## config.mk

```make
export PLATFORM = sky130hd
export DESIGN_NAME = pid_integral_separation_flat
export DESIGN_NICKNAME = d
export VERILOG_FILES = /design/src/hw/rtl/pis_pkg.sv /design/src/hw/rtl/pis_in_if.sv /design/src/hw/rtl/pis_out_if.sv /design/src/hw/rtl/pid_integral_separation.sv /design/src/hw/rtl/pis_ctrl.sv /design/src/hw/rtl/pis_datapath.sv /design/src/flat_wrapper.sv
export SDC_FILE = /design/constraint.sdc
export NUM_CORES = 2
export LEC_CHECK = 0
export BUFFER_PORTS_ARGS = -buffer_cell sky130_fd_sc_hd__buf_4
export CORE_UTILIZATION = 35
export CTS_BUF_LIST = sky130_fd_sc_hd__clkbuf_4 sky130_fd_sc_hd__clkbuf_8 sky130_fd_sc_hd__clkbuf_16
export DETAILED_ROUTE_END_ITERATION = 16
export PLACE_DENSITY = 0.51
export SLEW_MARGIN = 20
export SYNTH_ARGS = -nofsm -noshare
export SYNTH_HDL_FRONTEND = slang
export SYNTH_HIERARCHICAL = 1
export SYNTH_SLANG_ARGS = --single-unit
```

## constraint.sdc

```tcl
create_clock -name clk -period 19.5 [get_ports clk]
set_input_delay 1.95 -clock clk [delete_from_list [all_inputs] [get_ports clk]]
set_output_delay 1.95 -clock clk [all_outputs]
set_load 0.01 [all_outputs]
```

## src/hw/rtl/pis_pkg.sv

```systemverilog
`timescale 1ns / 1ps

package pis_pkg;

    localparam int DATA_W    = 16;
    localparam int ERR_W     = DATA_W + 1;
    localparam int DELTA_W   = DATA_W + 2;
    localparam int INTEG_W   = DATA_W + 2;
    localparam int CFG_W     = 16;
    localparam int CFG_IDX_W = 3;
    localparam int WEIGHT_W  = 9;
    localparam int MUL_A_W   = CFG_W + WEIGHT_W + 1;
    localparam int MUL_B_W   = 18;
    localparam int PROD_W    = MUL_A_W + MUL_B_W;
    localparam int ACC_W     = 45;
    localparam int WEIGHT_FRAC = 8;
    localparam int OUT_SHIFT = 16;
    localparam int OUT_W     = 32;

    localparam logic [WEIGHT_W-1:0] WEIGHT_FULL        = 9'd256;
    localparam logic [WEIGHT_W-1:0] WEIGHT_POINT_EIGHT = 9'd205;
    localparam logic [WEIGHT_W-1:0] WEIGHT_POINT_SIX   = 9'd154;
    localparam logic [WEIGHT_W-1:0] WEIGHT_POINT_TWO   = 9'd51;

    typedef enum logic [CFG_IDX_W-1:0] {
        CFG_PROP_GAIN  = 3'd0,
        CFG_INTEG_GAIN = 3'd1,
        CFG_DERIV_GAIN = 3'd2,
        CFG_INTEG_LIM  = 3'd3,
        CFG_BAND_ONE   = 3'd4,
        CFG_BAND_TWO   = 3'd5,
        CFG_BAND_THREE = 3'd6
    } cfg_reg_t;

    typedef enum logic [2:0] {
        ST_IDLE,
        ST_PREP,
        ST_MUL_P,
        ST_MUL_D,
        ST_MUL_W,
        ST_MUL_I,
        ST_WRITE
    } state_t;

    typedef enum logic [1:0] {
        MUL_PROP,
        MUL_DERIV,
        MUL_WEIGHT,
        MUL_INTEG
    } mul_sel_t;

    typedef enum logic [1:0] {
        ACC_HOLD,
        ACC_CLEAR,
        ACC_ADD_SHIFT
    } acc_op_t;

    typedef struct packed {
        logic     load_in;
        logic     prep;
        logic     mul_en;
        mul_sel_t mul_sel;
        acc_op_t  acc_op;
        logic     load_out;
    } dp_cmd_t;

    typedef struct packed {
        logic out_free;
    } dp_status_t;

endpackage

```

## src/hw/rtl/pis_in_if.sv

```systemverilog
`timescale 1ns / 1ps

interface pis_in_if;
    logic                 valid;
    logic                 ready;
    logic signed [15:0]   target_value;
    logic signed [15:0]   measured_value;

    modport source (output valid, output target_value, output measured_value, input ready);
    modport sink (input valid, input target_value, input measured_value, output ready);
endinterface

```

## src/hw/rtl/pis_out_if.sv

```systemverilog
`timescale 1ns / 1ps

interface pis_out_if;
    logic                 valid;
    logic                 ready;
    logic signed [31:0]   drive_value;
    logic                 drive_saturated;

    modport source (output valid, output drive_value, output drive_saturated, input ready);
    modport sink (input valid, input drive_value, input drive_saturated, output ready);
endinterface

```

## src/hw/rtl/pid_integral_separation.sv

```systemverilog
`timescale 1ns / 1ps

// positional pid controller with integral separation and anti-windup
// sample: sink channel, one beat carries target_value and measured_value
// drive: source channel, one beat carries drive_value and drive_saturated
// cfg_we / cfg_index / cfg_data: register writes, taken on any edge with cfg_we
// high; index 0..6 selects prop_gain, integ_gain, deriv_gain, integ_limit,
// band_one, band_two, band_three; other indexes are dropped
// each accepted beat yields exactly one drive beat
// each sample passes the states PREP, MUL_P, MUL_D, MUL_W, MUL_I and WRITE, and
// no new sample is taken before its result is in the output register; the pace
// is set by the single shared 26x18 multiplier, used four times per sample
// sample.ready is high only while the controller is idle
// if drive stalls, the finished result waits in the output register and the
// next result is held in the datapath until that register frees up
// reset clears the previous error and the integral to zero and loads the
// registers with their default values; no result is pending after reset
module pid_integral_separation (
    input  logic                            clk,
    input  logic                            rst_n,
    pis_in_if.sink                          sample,
    pis_out_if.source                       drive,
    input  logic                            cfg_we,
    input  logic [pis_pkg::CFG_IDX_W-1:0]   cfg_index,
    input  logic [pis_pkg::CFG_W-1:0]       cfg_data
);
    import pis_pkg::*;

    dp_cmd_t    cmd;
    dp_status_t status;
    logic       in_ready;

    pis_ctrl u_ctrl (
        .clk      (clk),
        .rst_n    (rst_n),
        .in_valid (sample.valid),
        .in_ready (in_ready),
        .cmd      (cmd),
        .status   (status)
    );

    pis_datapath u_datapath (
        .clk             (clk),
        .rst_n           (rst_n),
        .cmd             (cmd),
        .status          (status),
        .cfg_we          (cfg_we),
        .cfg_index       (cfg_index),
        .cfg_data        (cfg_data),
        .target_value    (sample.target_value),
        .measured_value  (sample.measured_value),
        .drive_value     (drive.drive_value),
        .drive_saturated (drive.drive_saturated),
        .out_valid       (drive.valid),
        .out_ready       (drive.ready)
    );

    assign sample.ready = in_ready;

endmodule

```

## src/hw/rtl/pis_ctrl.sv

```systemverilog
`timescale 1ns / 1ps

module pis_ctrl (
    input  logic                clk,
    input  logic                rst_n,
    input  logic                in_valid,
    output logic                in_ready,
    output pis_pkg::dp_cmd_t    cmd,
    input  pis_pkg::dp_status_t status
);
    import pis_pkg::*;

    state_t state_reg;
    state_t state_next;

    always_ff @(posedge clk or negedge rst_n)
    begin
        if (!rst_n)
        begin
            state_reg <= ST_IDLE;
        end
        else
        begin
            state_reg <= state_next;
        end
    end

    always_comb
    begin
        state_next = state_reg;
        unique case (state_reg)
            ST_IDLE:
            begin
                if (in_valid)
                begin
                    state_next = ST_PREP;
                end
            end
            ST_PREP:  state_next = ST_MUL_P;
            ST_MUL_P: state_next = ST_MUL_D;
            ST_MUL_D: state_next = ST_MUL_W;
            ST_MUL_W: state_next = ST_MUL_I;
            ST_MUL_I: state_next = ST_WRITE;
            ST_WRITE:
            begin
                if (status.out_free)
                begin
                    state_next = ST_IDLE;
                end
            end
            default:  state_next = ST_IDLE;
        endcase
    end

    always_comb
    begin
        in_ready     = 1'b0;
        cmd.load_in  = 1'b0;
        cmd.prep     = 1'b0;
        cmd.mul_en   = 1'b0;
        cmd.mul_sel  = MUL_PROP;
        cmd.acc_op   = ACC_HOLD;
        cmd.load_out = 1'b0;
        unique case (state_reg)
            ST_IDLE:
            begin
                in_ready    = 1'b1;
                cmd.load_in = in_valid;
            end
            ST_PREP:
            begin
                cmd.prep   = 1'b1;
                cmd.acc_op = ACC_CLEAR;
            end
            ST_MUL_P:
            begin
                cmd.mul_en  = 1'b1;
                cmd.mul_sel = MUL_PROP;
            end
            ST_MUL_D:
            begin
                cmd.mul_en  = 1'b1;
                cmd.mul_sel = MUL_DERIV;
                cmd.acc_op  = ACC_ADD_SHIFT;
            end
            ST_MUL_W:
            begin
                cmd.mul_en  = 1'b1;
                cmd.mul_sel = MUL_WEIGHT;
                cmd.acc_op  = ACC_ADD_SHIFT;
            end
            ST_MUL_I:
            begin
                cmd.mul_en  = 1'b1;
                cmd.mul_sel = MUL_INTEG;
            end
            ST_WRITE:
            begin
                cmd.load_out = status.out_free;
            end
            default:
            begin
                in_ready = 1'b0;
            end
        endcase
    end

endmodule

```

## src/hw/rtl/pis_datapath.sv

```systemverilog
`timescale 1ns / 1ps

module pis_datapath (
    input  logic                                   clk,
    input  logic                                   rst_n,
    input  pis_pkg::dp_cmd_t                       cmd,
    output pis_pkg::dp_status_t                    status,
    input  logic                                   cfg_we,
    input  logic [pis_pkg::CFG_IDX_W-1:0]          cfg_index,
    input  logic [pis_pkg::CFG_W-1:0]              cfg_data,
    input  logic signed [pis_pkg::DATA_W-1:0]      target_value,
    input  logic signed [pis_pkg::DATA_W-1:0]      measured_value,
    output logic signed [pis_pkg::OUT_W-1:0]       drive_value,
    output logic                                   drive_saturated,
    output logic                                   out_valid,
    input  logic                                   out_ready
);
    import pis_pkg::*;

    // configuration registers
    logic [CFG_W-1:0] prop_gain_reg;
    logic [CFG_W-1:0] integ_gain_reg;
    logic [CFG_W-1:0] deriv_gain_reg;
    logic [CFG_W-1:0] integ_limit_reg;
    logic [CFG_W-1:0] band_one_reg;
    logic [CFG_W-1:0] band_two_reg;
    logic [CFG_W-1:0] band_three_reg;

    always_ff @(posedge clk or negedge rst_n)
    begin
        if (!rst_n)
        begin
            prop_gain_reg   <= 16'd2560;
            integ_gain_reg  <= 16'd205;
            deriv_gain_reg  <= 16'd256;
            integ_limit_reg <= 16'd1000;
            band_one_reg    <= 16'd10;
            band_two_reg    <= 16'd50;
            band_three_reg  <= 16'd100;
        end
        else if (cfg_we)
        begin
            unique case (cfg_index)
                CFG_PROP_GAIN:  prop_gain_reg   <= cfg_data;
                CFG_INTEG_GAIN: integ_gain_reg  <= cfg_data;
                CFG_DERIV_GAIN: deriv_gain_reg  <= cfg_data;
                CFG_INTEG_LIM:  integ_limit_reg <= cfg_data;
                CFG_BAND_ONE:   band_one_reg    <= cfg_data;
                CFG_BAND_TWO:   band_two_reg    <= cfg_data;
                CFG_BAND_THREE: band_three_reg  <= cfg_data;
                default:        prop_gain_reg   <= prop_gain_reg;
            endcase
        end
    end

    // sample capture
    logic signed [DATA_W-1:0] target_reg;
    logic signed [DATA_W-1:0] measured_reg;

    always_ff @(posedge clk)
    begin
        if (cmd.load_in)
        begin
            target_reg   <= target_value;
            measured_reg <= measured_value;
        end
    end

    // error, band weight and integral update
    logic signed [ERR_W-1:0]    err;
    logic signed [DELTA_W-1:0]  delta;
    logic signed [ERR_W-1:0]    b1;
    logic signed [ERR_W-1:0]    b2;
    logic signed [ERR_W-1:0]    b3;
    logic [WEIGHT_W-1:0]        weight;
    logic signed [INTEG_W-1:0]  lim;
    logic signed [INTEG_W-1:0]  err_x;
    logic signed [INTEG_W-1:0]  integ_next;

    logic signed [ERR_W-1:0]    prev_err_reg;
    logic signed [INTEG_W-1:0]  integ_reg;
    logic signed [ERR_W-1:0]    err_reg;
    logic signed [DELTA_W-1:0]  delta_reg;
    logic [WEIGHT_W-1:0]        weight_reg;

    always_comb
    begin
        err   = ERR_W'(target_reg) - ERR_W'(measured_reg);
        delta = DELTA_W'(err) - DELTA_W'(prev_err_reg);
        b1    = $signed({1'b0, band_one_reg});
        b2    = $signed({1'b0, band_two_reg});
        b3    = $signed({1'b0, band_three_reg});
        priority if (err < b1 && err > -b1)
        begin
            weight = WEIGHT_FULL;
        end
        else if (err < b2 && err > -b2)
        begin
            weight = WEIGHT_POINT_EIGHT;
        end
        else if (err < b3 && err > -b3)
        begin
            weight = WEIGHT_POINT_SIX;
        end
        else
        begin
            weight = WEIGHT_POINT_TWO;
        end

        lim   = $signed({2'b00, integ_limit_reg});
        err_x = INTEG_W'(err);
        priority if (integ_reg > -lim && integ_reg < lim)
        begin
            integ_next = integ_reg + err_x;
        end
        else if (integ_reg >= lim)
        begin
            integ_next = (err < 0) ? integ_reg + err_x : lim;
        end
        else
        begin
            integ_next = (err > 0) ? integ_reg + err_x : -lim;
        end
    end

    always_ff @(posedge clk or negedge rst_n)
    begin
        if (!rst_n)
        begin
            prev_err_reg <= '0;
            integ_reg    <= '0;
        end
        else if (cmd.prep)
        begin
            prev_err_reg <= err;
            integ_reg    <= integ_next;
        end
    end

    always_ff @(posedge clk)
    begin
        if (cmd.prep)
        begin
            err_reg    <= err;
            delta_reg  <= delta;
            weight_reg <= weight;
        end
    end

    // shared multiplier
    logic signed [MUL_A_W-1:0] mul_a;
    logic signed [MUL_B_W-1:0] mul_b;
    logic signed [PROD_W-1:0]  prod_reg;

    always_comb
    begin
        unique case (cmd.mul_sel)
            MUL_PROP:
            begin
                mul_a = $signed(MUL_A_W'(prop_gain_reg));
                mul_b = MUL_B_W'(err_reg);
            end
            MUL_DERIV:
            begin
                mul_a = $signed(MUL_A_W'(deriv_gain_reg));
                mul_b = MUL_B_W'(delta_reg);
            end
            MUL_WEIGHT:
            begin
                mul_a = $signed(MUL_A_W'(integ_gain_reg));
                mul_b = $signed(MUL_B_W'(weight_reg));
            end
            MUL_INTEG:
            begin
                mul_a = $signed({1'b0, prod_reg[MUL_A_W-2:0]});
                mul_b = MUL_B_W'(integ_reg);
            end
            default:
            begin
                mul_a = '0;
                mul_b = '0;
            end
        endcase
    end

    always_ff @(posedge clk)
    begin
        if (cmd.mul_en)
        begin
            prod_reg <= mul_a * mul_b;
        end
    end

    // accumulator
    logic signed [ACC_W-1:0] acc_reg;
    logic signed [ACC_W-1:0] prod_shift;

    assign prod_shift = $signed({prod_reg[ACC_W-WEIGHT_FRAC-1:0], {WEIGHT_FRAC{1'b0}}});

    always_ff @(posedge clk)
    begin
        unique case (cmd.acc_op)
            ACC_CLEAR:     acc_reg <= '0;
            ACC_ADD_SHIFT: acc_reg <= acc_reg + prod_shift;
            ACC_HOLD:      acc_reg <= acc_reg;
            default:       acc_reg <= acc_reg;
        endcase
    end

    // final sum, shift and saturation
    logic signed [ACC_W-1:0] total;
    logic signed [ACC_W-1:0] scaled;
    logic signed [ACC_W-1:0] out_max;
    logic signed [ACC_W-1:0] out_min;
    logic signed [OUT_W-1:0] res;
    logic                    res_sat;

    always_comb
    begin
        total   = acc_reg + ACC_W'(prod_reg);
        scaled  = total >>> OUT_SHIFT;
        out_max = ACC_W'({1'b0, {(OUT_W-1){1'b1}}});
        out_min = -out_max - ACC_W'(1);
        priority if (scaled > out_max)
        begin
            res     = out_max[OUT_W-1:0];
            res_sat = 1'b1;
        end
        else if (scaled < out_min)
        begin
            res     = out_min[OUT_W-1:0];
            res_sat = 1'b1;
        end
        else
        begin
            res     = scaled[OUT_W-1:0];
            res_sat = 1'b0;
        end
    end

    // output register
    logic                    out_valid_reg;
    logic signed [OUT_W-1:0] drive_value_reg;
    logic                    drive_sat_reg;

    always_ff @(posedge clk or negedge rst_n)
    begin
        if (!rst_n)
        begin
            out_valid_reg <= 1'b0;
        end
        else if (cmd.load_out)
        begin
            out_valid_reg <= 1'b1;
        end
        else if (out_ready)
        begin
            out_valid_reg <= 1'b0;
        end
    end

    always_ff @(posedge clk)
    begin
        if (cmd.load_out)
        begin
            drive_value_reg <= res;
            drive_sat_reg   <= res_sat;
        end
    end

    assign status.out_free = !out_valid_reg || out_ready;
    assign out_valid       = out_valid_reg;
    assign drive_value     = drive_value_reg;
    assign drive_saturated = drive_sat_reg;

endmodule

```

## src/flat_wrapper.sv

```systemverilog
// flat-port wrapper written by rule: the top's interface ports become plain ports
module pid_integral_separation_flat import pis_pkg::*;
  (clk, rst_n, cfg_we, cfg_index, cfg_data, sample_valid, sample_target_value, sample_measured_value, sample_ready, drive_valid, drive_drive_value, drive_drive_saturated, drive_ready);
  pis_in_if sample_i ();
  pis_out_if drive_i ();
  input  logic clk;
  input  logic rst_n;
  input  logic cfg_we;
  input  logic [pis_pkg::CFG_IDX_W-1:0] cfg_index;
  input  logic [pis_pkg::CFG_W-1:0] cfg_data;
  input wire logic [$bits(sample_i.valid)-1:0] sample_valid;
  input wire logic [$bits(sample_i.target_value)-1:0] sample_target_value;
  input wire logic [$bits(sample_i.measured_value)-1:0] sample_measured_value;
  output wire logic [$bits(sample_i.ready)-1:0] sample_ready;
  output wire logic [$bits(drive_i.valid)-1:0] drive_valid;
  output wire logic [$bits(drive_i.drive_value)-1:0] drive_drive_value;
  output wire logic [$bits(drive_i.drive_saturated)-1:0] drive_drive_saturated;
  input wire logic [$bits(drive_i.ready)-1:0] drive_ready;
  assign sample_i.valid = sample_valid;
  assign sample_i.target_value = sample_target_value;
  assign sample_i.measured_value = sample_measured_value;
  assign sample_ready = sample_i.ready;
  assign drive_valid = drive_i.valid;
  assign drive_drive_value = drive_i.drive_value;
  assign drive_drive_saturated = drive_i.drive_saturated;
  assign drive_i.ready = drive_ready;
  pid_integral_separation u_core (.clk(clk), .rst_n(rst_n), .sample(sample_i), .drive(drive_i), .cfg_we(cfg_we), .cfg_index(cfg_index), .cfg_data(cfg_data));
endmodule
```

==> results.yml <==
run_status:
  status: "finished clean"
setup_path:
  crit_family: "adder cells"
  crit_fanout: 69
  crit_slowest_cell: "o21ai_1"
  crit_top_cell: "fa_1"
  critPathMaxStageDelay_ns: 0.75
  path_buf_inv: 6
  cp_num_cells: 28
  crit_type: "register to register"
  cp-end-kind: "register"
  crit_path_start_kind: "register"
  rrSetupSlack_ns: 9.47
  critPathArrivalTime_ns: 10.35
  crit_required_ns: 19.82
  r2r_cells: 28
sta:
  hold_viol: 0
  layout_min_cycle_time_ns: 10.03
  fmax_mhz: 99.72
  slew_headroom_pct: 28.93
  grt_setup_unrepaired: "no"
  post-route-period-util_pct: 51.43
  worst_pin_slew_ns: 1.066
  finalSetupViolations: 0
  finalSetupTns_ns: 0
  finalMaxSlewViolations: 0
  fin_skew_ns: 0.01933
synthesis:
  synth_top_flop_cell: "edfxtp_1"
  synth_seq_area_share_pct: 25.21
  synth-xor-area-share_pct: 4.174
  synth_nets: 4726
  synthSimpleGateAreaFrac_pct: 13.65
  synth_edf_count: 185
  yosysWarnings: 6
  synthCells: 3894
  synthMuxAreaShare_pct: 4.663
  ys_seq_elements: 336
  synth_cell_type_count: 91
  synth_top_family_by_area: "adder cells"
  synth_area_per_cell_um2: 9.538
  synthArstFlopShare_pct: 44.94
  synth-compound-area-share_pct: 10.83
  netlist_area_mm2: 0.03714
  synth_fa_ha_area_share_pct: 33.66
place:
  hpwl_mm: 84.98
  port-buffer-count: 90
  gp_congestion: 0.8881
worst_hold_path:
  min_path_cells: 1
  hold_class: "register to register"
clock_network:
  cts_resized: 0
  clock_sink_count: 336
  cts.root.buffer_cell: "clkbuf_16"
  htree_levels: 2
  cts_tree: "done"
  clk-insertion-delay-late_ns: 0.58
  cts_hold_buf: 0
  cts.clk_slew.worst_paths_ns: 0.06
  clockBufferDepth: 3
  cts_made_buffers: 41
  post_cts_buffers: 0
drt:
  num_vias: 27897
  dr.first_iter.drc_count: 1856
  drc_errors: 0
  viasPerCell: 5.181
  dr.pass1.iters: 5
  wl_per_cell_um: 20.34
  drtAntennaViolNets: 0
  wirelength_mm: 109.6
floorplan:
  die_h_um: 327.8
  die_w_um: 327.8
  row_count: 119
  core_mm2: 0.1053
  ios: 91
  die_area_mm2: 0.1074
  start_util_pct: 35.28
global_routing:
  grt_pass1_vias: 28572
  antenna_found_initial: 5
  grt_pass1_wl_mm: 171.0
  grt_max_degree: 81
  grt_usage_pct: 20.66
  overflow: 0
cells_and_area:
  largest_reg_flops: 44
  diodes: 0
  finish.net_count: 4793
  syn2layout_area_growth_pct: 10.45
  drive_above_1_share_pct: 10.14
flow_run:
  maxCapViolCount: 0
==> synth_stat cells, drive strengths merged (95+ instances only) <==
master,count,share of area [%]
dfrtp,129,8.7
edfxtp,185,15
nand2,374,3.8
inv,639,6.5
mux2,113,3.4
ha,404,14
nor2,293,3.0
o21ai,141,1.9
clkbuf,95,0.96
a21oi,151,2.0
fa,372,20
xnor2,137,3.2
==> layout by cell type (no fill, tap or decap), types with 14 or more instances in the layout <==
| cell | synthesis | layout |
|---|---|---|
| nor4_1 | 15 | 14 |
| a21oi_1 | 150 | 150 |
| or3_1 | 15 | 15 |
| fa_1 | 372 | 372 |
| a31oi_1 | 24 | 24 |
| nor2b_1 | 47 | 47 |
| nand2_1 | 374 | 374 |
| nor2_1 | 293 | 292 |
| dfrtp_1 | 129 | 129 |
| and3_1 | 45 | 44 |
| buf_4 | 3 | 141 |
| dfstp_2 | 22 | 22 |
| edfxtp_1 | 185 | 185 |
| and2_1 | 48 | 48 |
| o21ai_1 | 16 | 16 |
| o21a_1 | 58 | 58 |
| nand4_1 | 45 | 45 |
| o21bai_1 | 19 | 19 |
| mux2i_1 | 23 | 23 |
| clkbuf_16 | 0 | 43 |
| xnor2_1 | 137 | 137 |
| o21ai_0 | 125 | 117 |
| ha_1 | 404 | 403 |
| a211oi_1 | 20 | 20 |
| nor3_1 | 61 | 59 |
| a21o_1 | 80 | 80 |
| nand3_1 | 53 | 53 |
| xor2_1 | 40 | 40 |
| nand2b_1 | 41 | 41 |
| mux2_2 | 112 | 112 |
| inv_1 | 639 | 638 |
==> through the flow <==
| stage | utilization [%] | hold WS, ns | setup WS [ns] | cell area [um^2] | instances |
|---|---|---|---|---|---|
| finish | 38.97 | 0.4998 | 9.472 | 41020 | 5385 |
| CTS | 38.96 | 0.5057 | 9.052 | 41010 | 5385 |
| global route | 38.97 | 0.5194 | 8.836 | 41020 | 5385 |
| global placement | 37.57 | 0.4849 | 9.280 | 39550 | 5309 |
| floorplan | - | 0.4750 | 9.987 | 37140 | 3894 |
| detailed placement | 37.57 | 0.4920 | 9.084 | 39550 | 5309 |
==> path summary, 6_finish.rpt <==
check                                                      from                              endpoint
setup / recovery                     u_core/u_ctrl/state_reg[1]        u_core/u_datapath/prod_reg[43]
hold / removal             u_core/u_datapath/deriv_gain_reg[10]  u_core/u_datapath/deriv_gain_reg[10]
setup reg to reg                     u_core/u_ctrl/state_reg[1]        u_core/u_datapath/prod_reg[43]
hold reg to reg            u_core/u_datapath/deriv_gain_reg[10]  u_core/u_datapath/deriv_gain_reg[10]
max in group asynchronous                                 rst_n    u_core/u_datapath/prop_gain_reg[1]
min in group asynchronous                                 rst_n       u_core/u_datapath/integ_reg[14]
==> layer usage <==
metal  track usage, %  wire length, um  up-vias
met5                0                0        -
met1            28.03            49630    13898
met4            5.262             2905        0
li1                 -                -    13150
met3            3.122             5835      151
met2            34.35            51180      698
==> logic make-up (layout without fill, tap and decap cells) <==
logic type | after synthesis | count (layout)
AOI/OAI and AO/OA | 614 | 614
DFF | 336 | 336
other | 1 | 1
xor gates and xnor gates | 177 | 177
adders and majority gates | 776 | 776
muxes | 146 | 146
and+or+nand+nor | 1085 | 1085
buffers and inverters | 759 | 859
==> worst register-to-register path: cells and delay by family (launching register included) <==
family / cells / cell delay, ns
xor gates and xnor gates: 1 / 0.08
and+or+nand+nor: 3 / 0.66
muxes: 1 / 0.52
AOI/OAI and AO/OA: 9 / 2.55
DFF: 1 / 0.57
adders and majority gates: 8 / 3.90
buffers and inverters: 6 / 1.51
==> final cells by class <==
class                      instances  area (um^2)
clock buffer                      52         1150
fill                           10610        64250
timing repair buffer             142         1070
clock inverter                    24        309.0
multi-input combinational       2799        24990
inverter                         641         2406
tap                             1391         1740
sequential                       336         9361
Power is not shown: default switching activity piles up to over one toggle a cycle in this logic, so the estimate is an artifact.
